$ cat config.mk
export PLATFORM = sky130hd
export DESIGN_NAME = poua_ctrl
export DESIGN_NICKNAME = d
export VERILOG_FILES = /design/src/design/poua_pkg.sv /design/src/design/poua_ctrl.sv
export SDC_FILE = /design/constraint.sdc
export NUM_CORES = 1
export LEC_CHECK = 0
export CAP_MARGIN = 20
export CELL_PAD_IN_SITES_DETAIL_PLACEMENT = 0
export CELL_PAD_IN_SITES_GLOBAL_PLACEMENT = 1
export CORE_MARGIN = 2
export CORE_UTILIZATION = 44
export CTS_CLUSTER_DIAMETER = 150
export DETAILED_ROUTE_END_ITERATION = 7
export DONT_BUFFER_PORTS = 1
export PLACE_DENSITY_LB_ADDON = 0.1
export SYNTH_ARGS = -nofsm -noshare
export SYNTH_HDL_FRONTEND = slang
export SYNTH_SLANG_ARGS = --single-unit
$ cat constraint.sdc
create_clock -name i_clk -period 4.5 [get_ports i_clk]
set_clock_uncertainty 0.15 [all_clocks]
set_input_delay 0.9 -clock i_clk [delete_from_list [all_inputs] [get_ports i_clk]]
set_output_delay 0.9 -clock i_clk [all_outputs]
set_load 0.1 [all_outputs]
$ cat src/design/poua_pkg.sv
`timescale 1ns / 1ps
`default_nettype none
package poua_pkg;

    localparam int unsigned TICK_W  = 48;
    localparam int unsigned MS_W    = 56;
    localparam int unsigned OWNER_W = 32;
    localparam int unsigned RATE_W  = 14;

    localparam logic [RATE_W-1:0]  RATE_DEFAULT = 14'd100;
    localparam logic [OWNER_W-1:0] NO_OWNER     = 32'hFFFF_FFFF;
    localparam logic [MS_W-1:0]    MS_MAX       = {MS_W{1'b1}};
    localparam logic [9:0]         MS_PER_S     = 10'd1000;

    typedef enum logic [1:0] {
        CMD_BASE   = 2'd0,
        CMD_SAMPLE = 2'd1,
        CMD_READ   = 2'd2,
        CMD_NONE   = 2'd3
    } t_cmd;

    typedef enum logic [2:0] {
        ST_BASE    = 3'd0,
        ST_CHARGED = 3'd1,
        ST_NOTHING = 3'd2,
        ST_FULL    = 3'd3,
        ST_BADTASK = 3'd4,
        ST_READOK  = 3'd5,
        ST_READMT  = 3'd6
    } t_status;

    typedef struct packed {
        logic [1:0]         cmd;
        logic [15:0]        task_id;
        logic [OWNER_W-1:0] owner_id;
        logic [TICK_W-1:0]  tick_total;
        logic [11:0]        entry_index;
    } t_req;

    typedef struct packed {
        logic [2:0]         status;
        logic [11:0]        owner_slot;
        logic [OWNER_W-1:0] owner_value;
        logic [MS_W-1:0]    owner_total_ms;
        logic [MS_W-1:0]    charged_ms;
        logic [12:0]        owners_in_use;
    } t_rsp;

    typedef enum logic [3:0] {
        S_IDLE,
        S_TREAD,
        S_TCHECK,
        S_DIV,
        S_DIVWAIT,
        S_SRCH_RD,
        S_SRCH_CMP,
        S_ADD,
        S_ORD,
        S_ORD2,
        S_DONE
    } t_state;

    // controller -> datapath
    typedef struct packed {
        logic       cap_req;
        logic       task_rd;
        logic       task_wr;
        logic       div_start;
        logic       own_rd;
        logic       srch_first;
        logic       srch_next;
        logic       app_wr;
        logic       add_wr;
        logic       out_load;
        logic [2:0] status;
        logic       use_slot;
        logic       read_mode;
    } t_cmdbus;

    // datapath -> controller
    typedef struct packed {
        logic [1:0] cmd;
        logic       bad;
        logic       known;
        logic       delta_pos;
        logic       div_done;
        logic       ms_zero;
        logic       match;
        logic       srch_end;
        logic       full;
        logic       rd_ok;
        logic       clearing;
    } t_stat;

endpackage
`default_nettype wire

$ cat src/design/poua_ctrl.sv
`timescale 1ns / 1ps
`default_nettype none
module poua_ctrl (
    input  wire                  i_clk,
    input  wire                  i_rst_n,
    input  wire                  i_valid,
    output logic                 o_stall,
    output logic                 o_valid,
    input  wire                  i_stall,
    input  wire poua_pkg::t_stat i_st,
    output poua_pkg::t_cmdbus    o_cb
);
    import poua_pkg::*;

    t_state r_state, n_state;
    logic   r_ovalid, n_ovalid;

    always_ff @(posedge i_clk) begin
        if (!i_rst_n) begin
            r_state  <= S_IDLE;
            r_ovalid <= 1'b0;
        end else begin
            r_state  <= n_state;
            r_ovalid <= n_ovalid;
        end
    end

    assign o_valid = r_ovalid;
    // hold requests off while busy or while the task store sweep runs
    assign o_stall = (r_state != S_IDLE) || i_st.clearing;

    always_comb begin
        n_state  = r_state;
        n_ovalid = r_ovalid && i_stall;
        o_cb     = '0;
        unique case (r_state)
            S_IDLE: begin
                if (i_valid && !i_st.clearing) begin
                    o_cb.cap_req = 1'b1;
                    n_state      = S_TREAD;
                end
            end
            S_TREAD: begin
                o_cb.task_rd = 1'b1;
                n_state      = S_TCHECK;
            end
            S_TCHECK: begin
                n_state = S_DONE;
                if (i_st.cmd == CMD_READ) begin
                    o_cb.own_rd    = 1'b1;
                    o_cb.read_mode = 1'b1;
                    n_state        = S_ORD;
                end else if (i_st.cmd == CMD_NONE) begin
                    o_cb.status = ST_NOTHING;
                end else if (i_st.bad) begin
                    o_cb.status = ST_BADTASK;
                end else if (!i_st.known) begin
                    o_cb.task_wr = 1'b1;
                    if (i_st.cmd == CMD_BASE) begin
                        o_cb.status = ST_BASE;
                    end else begin
                        o_cb.div_start = 1'b1;
                        n_state        = S_DIVWAIT;
                    end
                end else if (i_st.cmd == CMD_BASE) begin
                    o_cb.status = ST_NOTHING;
                end else begin
                    o_cb.task_wr = 1'b1;
                    if (i_st.delta_pos) begin
                        o_cb.div_start = 1'b1;
                        n_state        = S_DIV;
                    end else begin
                        o_cb.status = ST_NOTHING;
                    end
                end
            end
            // S_DIV: known task path; S_DIVWAIT: new task path (zero ms skips)
            S_DIV, S_DIVWAIT: begin
                if (i_st.div_done) begin
                    if (r_state == S_DIVWAIT && i_st.ms_zero) begin
                        o_cb.status = ST_NOTHING;
                        n_state     = S_DONE;
                    end else begin
                        o_cb.srch_first = 1'b1;
                        n_state         = S_SRCH_RD;
                    end
                end
            end
            S_SRCH_RD: begin
                if (i_st.srch_end) begin
                    if (i_st.full) begin
                        o_cb.status = ST_FULL;
                        n_state     = S_DONE;
                    end else begin
                        o_cb.app_wr = 1'b1;
                        n_state     = S_ADD;
                    end
                end else begin
                    o_cb.own_rd = 1'b1;
                    n_state     = S_SRCH_CMP;
                end
            end
            S_SRCH_CMP: begin
                if (i_st.match) begin
                    n_state = S_ADD;
                end else begin
                    o_cb.srch_next = 1'b1;
                    n_state        = S_SRCH_RD;
                end
            end
            S_ADD: begin
                o_cb.add_wr   = 1'b1;
                o_cb.status   = ST_CHARGED;
                o_cb.use_slot = 1'b1;
                n_state       = S_DONE;
            end
            S_ORD: begin
                o_cb.read_mode = 1'b1;
                n_state        = S_ORD2;
            end
            S_ORD2: begin
                o_cb.read_mode = 1'b1;
                o_cb.use_slot  = i_st.rd_ok;
                o_cb.status    = i_st.rd_ok ? ST_READOK : ST_READMT;
                n_state        = S_DONE;
            end
            S_DONE: begin
                if (!r_ovalid || !i_stall) begin
                    o_cb.out_load = 1'b1;
                    n_ovalid      = 1'b1;
                    n_state       = S_IDLE;
                end
            end
            default: n_state = S_IDLE;
        endcase
        // status/slot are latched in datapath when not DONE
        if (r_state == S_DONE) begin
            o_cb.status = 3'd0;
        end
    end
endmodule
`default_nettype wire

Word-level counts from Yosys, hierarchy flattened. Cells that the tools add are included.

Reductions and logical operators: 15. Muxes and demuxes: 57. Equal/unequal tests: 15.

Operator list (number): 4-bit two-way mux (13); 4-bit case mux with 9 select lines (1); 2-bit two-way mux (15); 1-bit two-way mux (20); 4-bit by 3-bit equality test with 1-bit output, second input constant (4); 3-bit case mux with 5 select lines (1); 4-bit equality test, second input constant (3); 3-bit two-way mux (4); 4-bit by 2-bit equality test with 1-bit output, second input constant (2); 2-bit != test, second input constant (3); 1-bit case mux with 2 select lines (3); 2-bit OR reduction (3); 2-bit equality test, second input constant (2); 4-bit by 1-bit equality test with 1-bit output, second input constant (1); 4-bit zero test (1); 4-bit nonzero test (1); 1-bit logical AND (3); 1-bit zero test (3); 3-bit AND reduction (1); 2-bit zero test (1); 1-bit logical OR (2).

Input bits: 16. Logic and storage cells: 89. Flip-flop bits (word level): 5. Output and inout bits: 17.

Depth between registers and ports, before layout. Gate-level depths: netlist of the first run.

Depth after elaboration: 8. Mapped depth: 6. Depth with buffers taken out: 4.

Worst setup path after synthesis of the first run. Ideal clock, no wire load.

Kind: reg-to-output. From: reg r_state[0]. To: out o_cb[12] (netlist bit). Path buffers: 2. Slack: -0.879 ns. Stages on the path, launching flop included: 5. Arrival time: 4.329 ns. Required time: 3.450 ns. Cells stage by stage: dfxtp_1 buf_6 or4b_1 buf_2 a2111oi_1.

RTL lines: from (decl) (line poua_ctrl.sv:15) `t_state r_state, n_state;`; from (signal assigned) (line poua_ctrl.sv:23) `r_state <= n_state;`; to (decl) (line poua_ctrl.sv:11) `output poua_pkg::t_cmdbus o_cb`.

==> results of run 1 <==
==> sequential cells by signal, indices dropped and copies added (netlist names) <==
register and flops:
r_state 4, o_valid 1
==> per-layer routing <==
metal / wire length (um) / part of all wire (%) / vias to the layer above / track usage, %
met5: 0 / 0 / - / 0
met3: 93 / 4.5 / 4 / 4.400
met4: 22 / 1.1 / 0 / 7.273
met1: 928 / 45 / 365 / 31.86
li1: - / - / 417 / -
met2: 1010 / 49 / 18 / 37.97
==> worst max-delay path by stage <==
stage / slack, ps / end / cells past startpoint
2_1_floorplan: 60 / o_cb[11] / 2
3_3_place_gp: 1330 / o_cb[4] / 3
3_5_place_dp: 1300 / o_cb[4] / 3
4_1_cts: 1040 / o_cb[4] / 3
5_1_grt: 890 / o_cb[4] / 3
6_report: 1020 / o_cb[4] / 3
==> tightest hold or removal path: stages, from the launching register on <==
cell and delay [ps]:
dfxtp_1 470, nand2_1 130, o22ai_1 70
==> synth_stat cells, types with 2 or more instances <==
master,number
nand2b_1,10
nor2_1,13
a211oi_1,3
a21o_1,2
nand2_1,8
o21ai_0,3
nand3_1,5
buf_2,3
inv_1,5
nor2b_1,2
buf_6,2
a31oi_1,2
nor3_1,5
nand4_1,2
a21oi_1,8
clkbuf_1,3
dfxtp_1,5
or3b_1,2
nand3b_1,2
==> metrics by stage <==
stage	setup slack, ps	total power [mW]	cell area, sq um
after CTS	1036	0.6956	970.9
after global routing	891.6	0.7417	970.9
after detailed placement	1301	0.6414	944.7
after global placement	1333	0.6392	944.7
final	1021	0.6967	970.9
after floorplan	61.37	0.5589	738.2
==> report_power, final <==
group	internal, mW	switching [mW]
sequential	0.0601	0.0652
clock	0.0337	0.0205
combinational	0.161	0.357
==> kinds of logic (layout without fill, tap and decap cells) <==
kind of cell / after synthesis / count (layout) / share of synthesized area, %
simple gates: 60 / 60 / 46.24
compound gates: 29 / 29 / 29.62
buf+inv: 13 / 22 / 9.246
flops: 5 / 5 / 13.70
xor+xnor: 1 / 1 / 1.199
==> layout make-up <==
cell class,count,area [sq um],share of cell area (%)
clock buffers,4,26.28,2.706
inverters,5,18.77,1.933
multi-input cells,90,620.6,63.92
flip-flops and latches,5,100.1,10.31
well taps,16,20.02,2.062
repair buffers,13,185.2,19.07
==> results_dict.tcl, run 1 <==
set metrics [dict create \
    first_global_vias 785 \
    pin_count 33 \
    die_h_um 44.75 \
    vias 804 \
    synth_edf_count 0 \
    synthDistinctLibCells 42 \
    slew_violations 0 \
    rsz0062_at_grt "no" \
    synth.top_cell.area_share_pct 13.70 \
    yosysWarnings 0 \
    worst-path-buf-inv 0 \
    cp.required_ps 3450 \
    cts_made_buffers 3 \
    clock_latency_ps 250 \
    gp_congestion 0.7592 \
    ys_ff_latch 5 \
    reg2reg_depth 4 \
    htreeDepth 1 \
    cts_setup_buffers 0 \
    utilization_pct 63.71 \
    setup_viol 0 \
    fp.dieArea_sq_um 2003 \
    drtIter0Drc 23 \
    drt_pre_antenna_iters 4 \
    grt-ovfl-total 0 \
    port_buffers 0 \
    syn_nets 124 \
    critPathTopFamily "simple AND/OR/NAND/NOR gates" \
    cpMaxStageDelayCell "a21o_1" \
    synth_area_leader_cell "dfxtp_1" \
    hold_buffers 0 \
    rr_startpoint "r_state[1]$_SDFFE_PN0P_" \
    root_buffer "clkbuf_4" \
    synth-main-ff-cell "dfxtp_1" \
    syn_area_sq_um 730.7 \
    layout_common_cells "10 x nand2b_1, 10 x nor2_1, 8 x nand2_1, 8 x buf_4, 6 x a21oi_1" \
    area_delta_synth_final_pct 32.88 \
    end_kind "primary output" \
    antennaDiodeCount 0 \
    ys_seq_area_share_pct 13.70 \
    pwr_density_cell_nw_per_um2 717.6 \
    drive_above_1_share_pct 29.06 \
    crit_arrival_ps 2430 \
    hold_depth 2 \
    startpoint_type "flop" \
    power.leakage_nw 0.3439 \
    syn_inst 108 \
    die_w_um 44.75 \
    post_drt_wl_per_cell_um 15.45 \
    antenna_left 0 \
    slew_headroom_pct 28.50 \
    maxCapViolCount 0 \
    rows 14 \
    ff2ff_setup_slack_ps 2380 \
    fmax_ghz 0.2874 \
    post-route-min-period_ps 3479 \
    viasPerCell 6.045 \
    clkSlewWorstSetupHoldPaths_ps 50 \
    min-delay-start "r_state[0]$_SDFFE_PN0P_" \
    hold_class "reg -> reg" \
    fp.coreArea_sq_um 1524 \
    final_cell_count_no_fill 133 \
    ys_async_sr_fraction_pct 0 \
    grt_use_total_pct 23.61 \
    final-hold-violation-count 0 \
    grt_max_degree 21 \
    worstPathMaxFanout 20 \
    grt_pass1_wl_mm 3.484 \
    ir_drop_mv 0.3262 \
    clock_path_buffers 2 \
    post-route-period-util_pct 77.32 \
    status "finished, final reports clean" \
    max_stage_delay_ps 700 \
    r2r-end "r_state[2]$_SDFFE_PN0P_" \
    synth_area_leaders "dfxtp_1 14%, nand2b_1 8.6%, nor2_1 6.7%" \
    worstHoldEndpoint "r_state[0]$_SDFFE_PN0P_" \
    worst_pin_slew_ps 1071 \
    cts_tree "built" \
    setup_tns_ps 0 \
    clock_sinks 5 \
    wl_mm 2.055 \
    fin_hold_ws_ps 574.8 \
    initial_core_util_pct 47.95 \
    place_inst 129 \
    n_fill_cell 139 \
    cts_resized 0 \
    cp-startpoint "r_state[1]$_SDFFE_PN0P_" \
    criticalPathCategory "reg -> out" \
    antenna_found_initial 0 \
    dp.final_hpwl_mm 1.610 \
    crit_path_cell_trace "or4b_1 -> nor2_1 -> a21o_1" \
    nets 134 \
    avgSynthCellArea_sq_um 6.766 \
    drc 0 \
]
No activity file was read; power rests on OpenSTA's default activity.
==> run 2, diff against run 1 <==
--- a/config.mk
+++ b/config.mk
@@ -9,7 +9,7 @@
 export CELL_PAD_IN_SITES_DETAIL_PLACEMENT = 0
 export CELL_PAD_IN_SITES_GLOBAL_PLACEMENT = 1
 export CORE_MARGIN = 2
-export CORE_UTILIZATION = 44
+export CORE_UTILIZATION = 41
 export CTS_CLUSTER_DIAMETER = 150
 export DETAILED_ROUTE_END_ITERATION = 7
 export DONT_BUFFER_PORTS = 1
==> constraint.sdc (replaced) <==
create_clock -name i_clk -period 3.3 [get_ports i_clk]
set_clock_uncertainty 0.15 [all_clocks]
set_input_delay 0.66 -clock i_clk [delete_from_list [all_inputs] [get_ports i_clk]]
set_output_delay 0.66 -clock i_clk [all_outputs]
set_load 0.1 [all_outputs]
==> run 2 against run 1 <==
  * Hold slack got worse by 140 ps
  * Global-route usage decreased by 1.8 points
  * Flip-flop and latch count unchanged
  * Routed wire length increased by 6.3%
  * Sequential share of layout area decreased by 0.14 points
  * Register-to-register slack got worse by 1100 ps
  * First-iteration DRC count increased by 8.7%
  * Die area increased by 6.7%
  * Non-clock buffer count increased by 5
  * Critical path type unchanged
  * Critical endpoint is now o_cb[3]
  * Highest routed layer is now met3
==> results_dict.tcl, run 2 (synthesis results as in run 1) <==
set metrics [dict create \
    n_fill_cell 168 \
    final_cell_count_no_fill 147 \
    antennaDiodeCount 0 \
    layout_common_cells "17 x buf_4, 10 x nor2_1, 9 x nand2b_1" \
    area_delta_synth_final_pct 34.76 \
    post-route-min-period_ps 2986 \
    cp.required_ps 2490 \
    place_inst 143 \
    slew_violations 0 \
    setup_tns_ps 0 \
    dp.final_hpwl_mm 1.699 \
    hold_buffers 0 \
    fp.coreArea_sq_um 1708 \
    fmax_ghz 0.3349 \
    largest_register_ffs 4 \
    die_h_um 46.22 \
    pwr_density_cell_nw_per_um2 1016 \
    cts_tree "built" \
    ff_latch_area_sq_um 100.1 \
    nets 139 \
    critPathTopFamily "simple AND/OR/NAND/NOR gates" \
    hold_class "in -> reg" \
    worst-path-buf-inv 1 \
    setup_viol 0 \
    max_stage_delay_ps 780 \
    antenna_left 0 \
    multiInputGateArea_sq_um 660.6 \
    viasPerCell 5.952 \
    wl_mm 2.184 \
    final-hold-violation-count 0 \
    cts_resized 0 \
    post_drt_wl_per_cell_um 14.86 \
    drive_above_1_share_pct 33.61 \
    drt_pre_antenna_iters 4 \
    drc 0 \
    power.leakage_nw 0.3550 \
    initial_core_util_pct 42.78 \
    die_w_um 46.22 \
    clock_latency_ps 240 \
    startpoint_type "flop" \
    slew_headroom_pct 53.67 \
    grt_use_total_pct 21.79 \
    status "finished, final reports clean" \
    vias 875 \
    clkSlewWorstSetupHoldPaths_ps 40 \
    rsz0062_at_grt "no" \
    root_buffer "clkbuf_4" \
    cpMaxStageDelayCell "or4b_1" \
    rows 15 \
    worst_pin_slew_ps 694.9 \
    gp_congestion 0.7695 \
    criticalPathCategory "reg -> out" \
    htreeDepth 1 \
    crit_path_cell_trace "or4b_1 -> nor2_1 -> o21ai_0 -> nand4_1 -> buf_4" \
    grt_pass1_wl_mm 3.415 \
    antenna_found_initial 0 \
    end_kind "primary output" \
    cts_made_buffers 3 \
    worstPathMaxFanout 16 \
    port_buffers 0 \
    ir_drop_mv 0.5204 \
    first_global_vias 785 \
    maxCapViolCount 0 \
    clock_sinks 5 \
    grt_max_degree 19 \
    fp.dieArea_sq_um 2136 \
    post-route-period-util_pct 90.50 \
    drtIter0Drc 25 \
    top_register "r_state" \
    utilization_pct 57.66 \
    cts_setup_buffers 0 \
    grt-ovfl-total 0 \
    pin_count 33 \
    clock_path_buffers 2 \
    final_common_cell "buf_4" \
    crit_arrival_ps 2180 \
    fin_total_pwr_mw 1.001 \
]
## run 2: final cells by class
type	instances	area share [%]
multi-input combinational	90	67.09
inverter	5	1.906
tap	25	3.177
timing repair buffer	18	14.99
sequential	5	10.17
clock buffer	4	2.668
## run 2: worst reg2reg max path: stages, from the launching register on
cell and delay, ps:
dfxtp_1 650, or3b_1 400, a211o_1 380, and2_4 190
a311oi_2 180
## run 2: worst paths after layout
path	start	slack, ps	cells past startpoint	endpoint
hold / removal	i_stall	440	2	o_valid$_SDFF_PN0_
setup reg to reg	r_state[2]$_SDFFE_PN0P_	1270	4	r_state[2]$_SDFFE_PN0P_
hold reg to reg	r_state[1]$_SDFFE_PN0P_	530	2	r_state[1]$_SDFFE_PN0P_
setup / recovery	r_state[3]$_SDFFE_PN0P_	310	5	o_cb[3]
## run 2: per-stage QoR
stage | hold WS [ps] | setup slack (ps) | instance area (sq um)
2_1_floorplan | 497.0 | -444.3 | 772.0
3_3_place_gp | 512.4 | 610.5 | 958.4
3_5_place_dp | 520.8 | 585.3 | 958.4
4_1_cts | 432.5 | 325.4 | 984.7
5_1_grt | 430.5 | 184.5 | 984.7
6_report | 438.0 | 313.6 | 984.7
## run 2: where the power goes
group | internal [mW] | switching, mW
Clock | 0.0456 | 0.0241
Sequential | 0.0821 | 0.0720
Combinational | 0.230 | 0.546
## run 2: metal layers
layer | vias to the layer above | global-route usage (%) | part of all wire (%)
met3 | 0 | 5.882 | 7.6
li1 | 425 | - | -
met4 | 0 | 0 | 0
met5 | - | 0 | 0
met2 | 38 | 36.11 | 47
met1 | 412 | 29.91 | 45
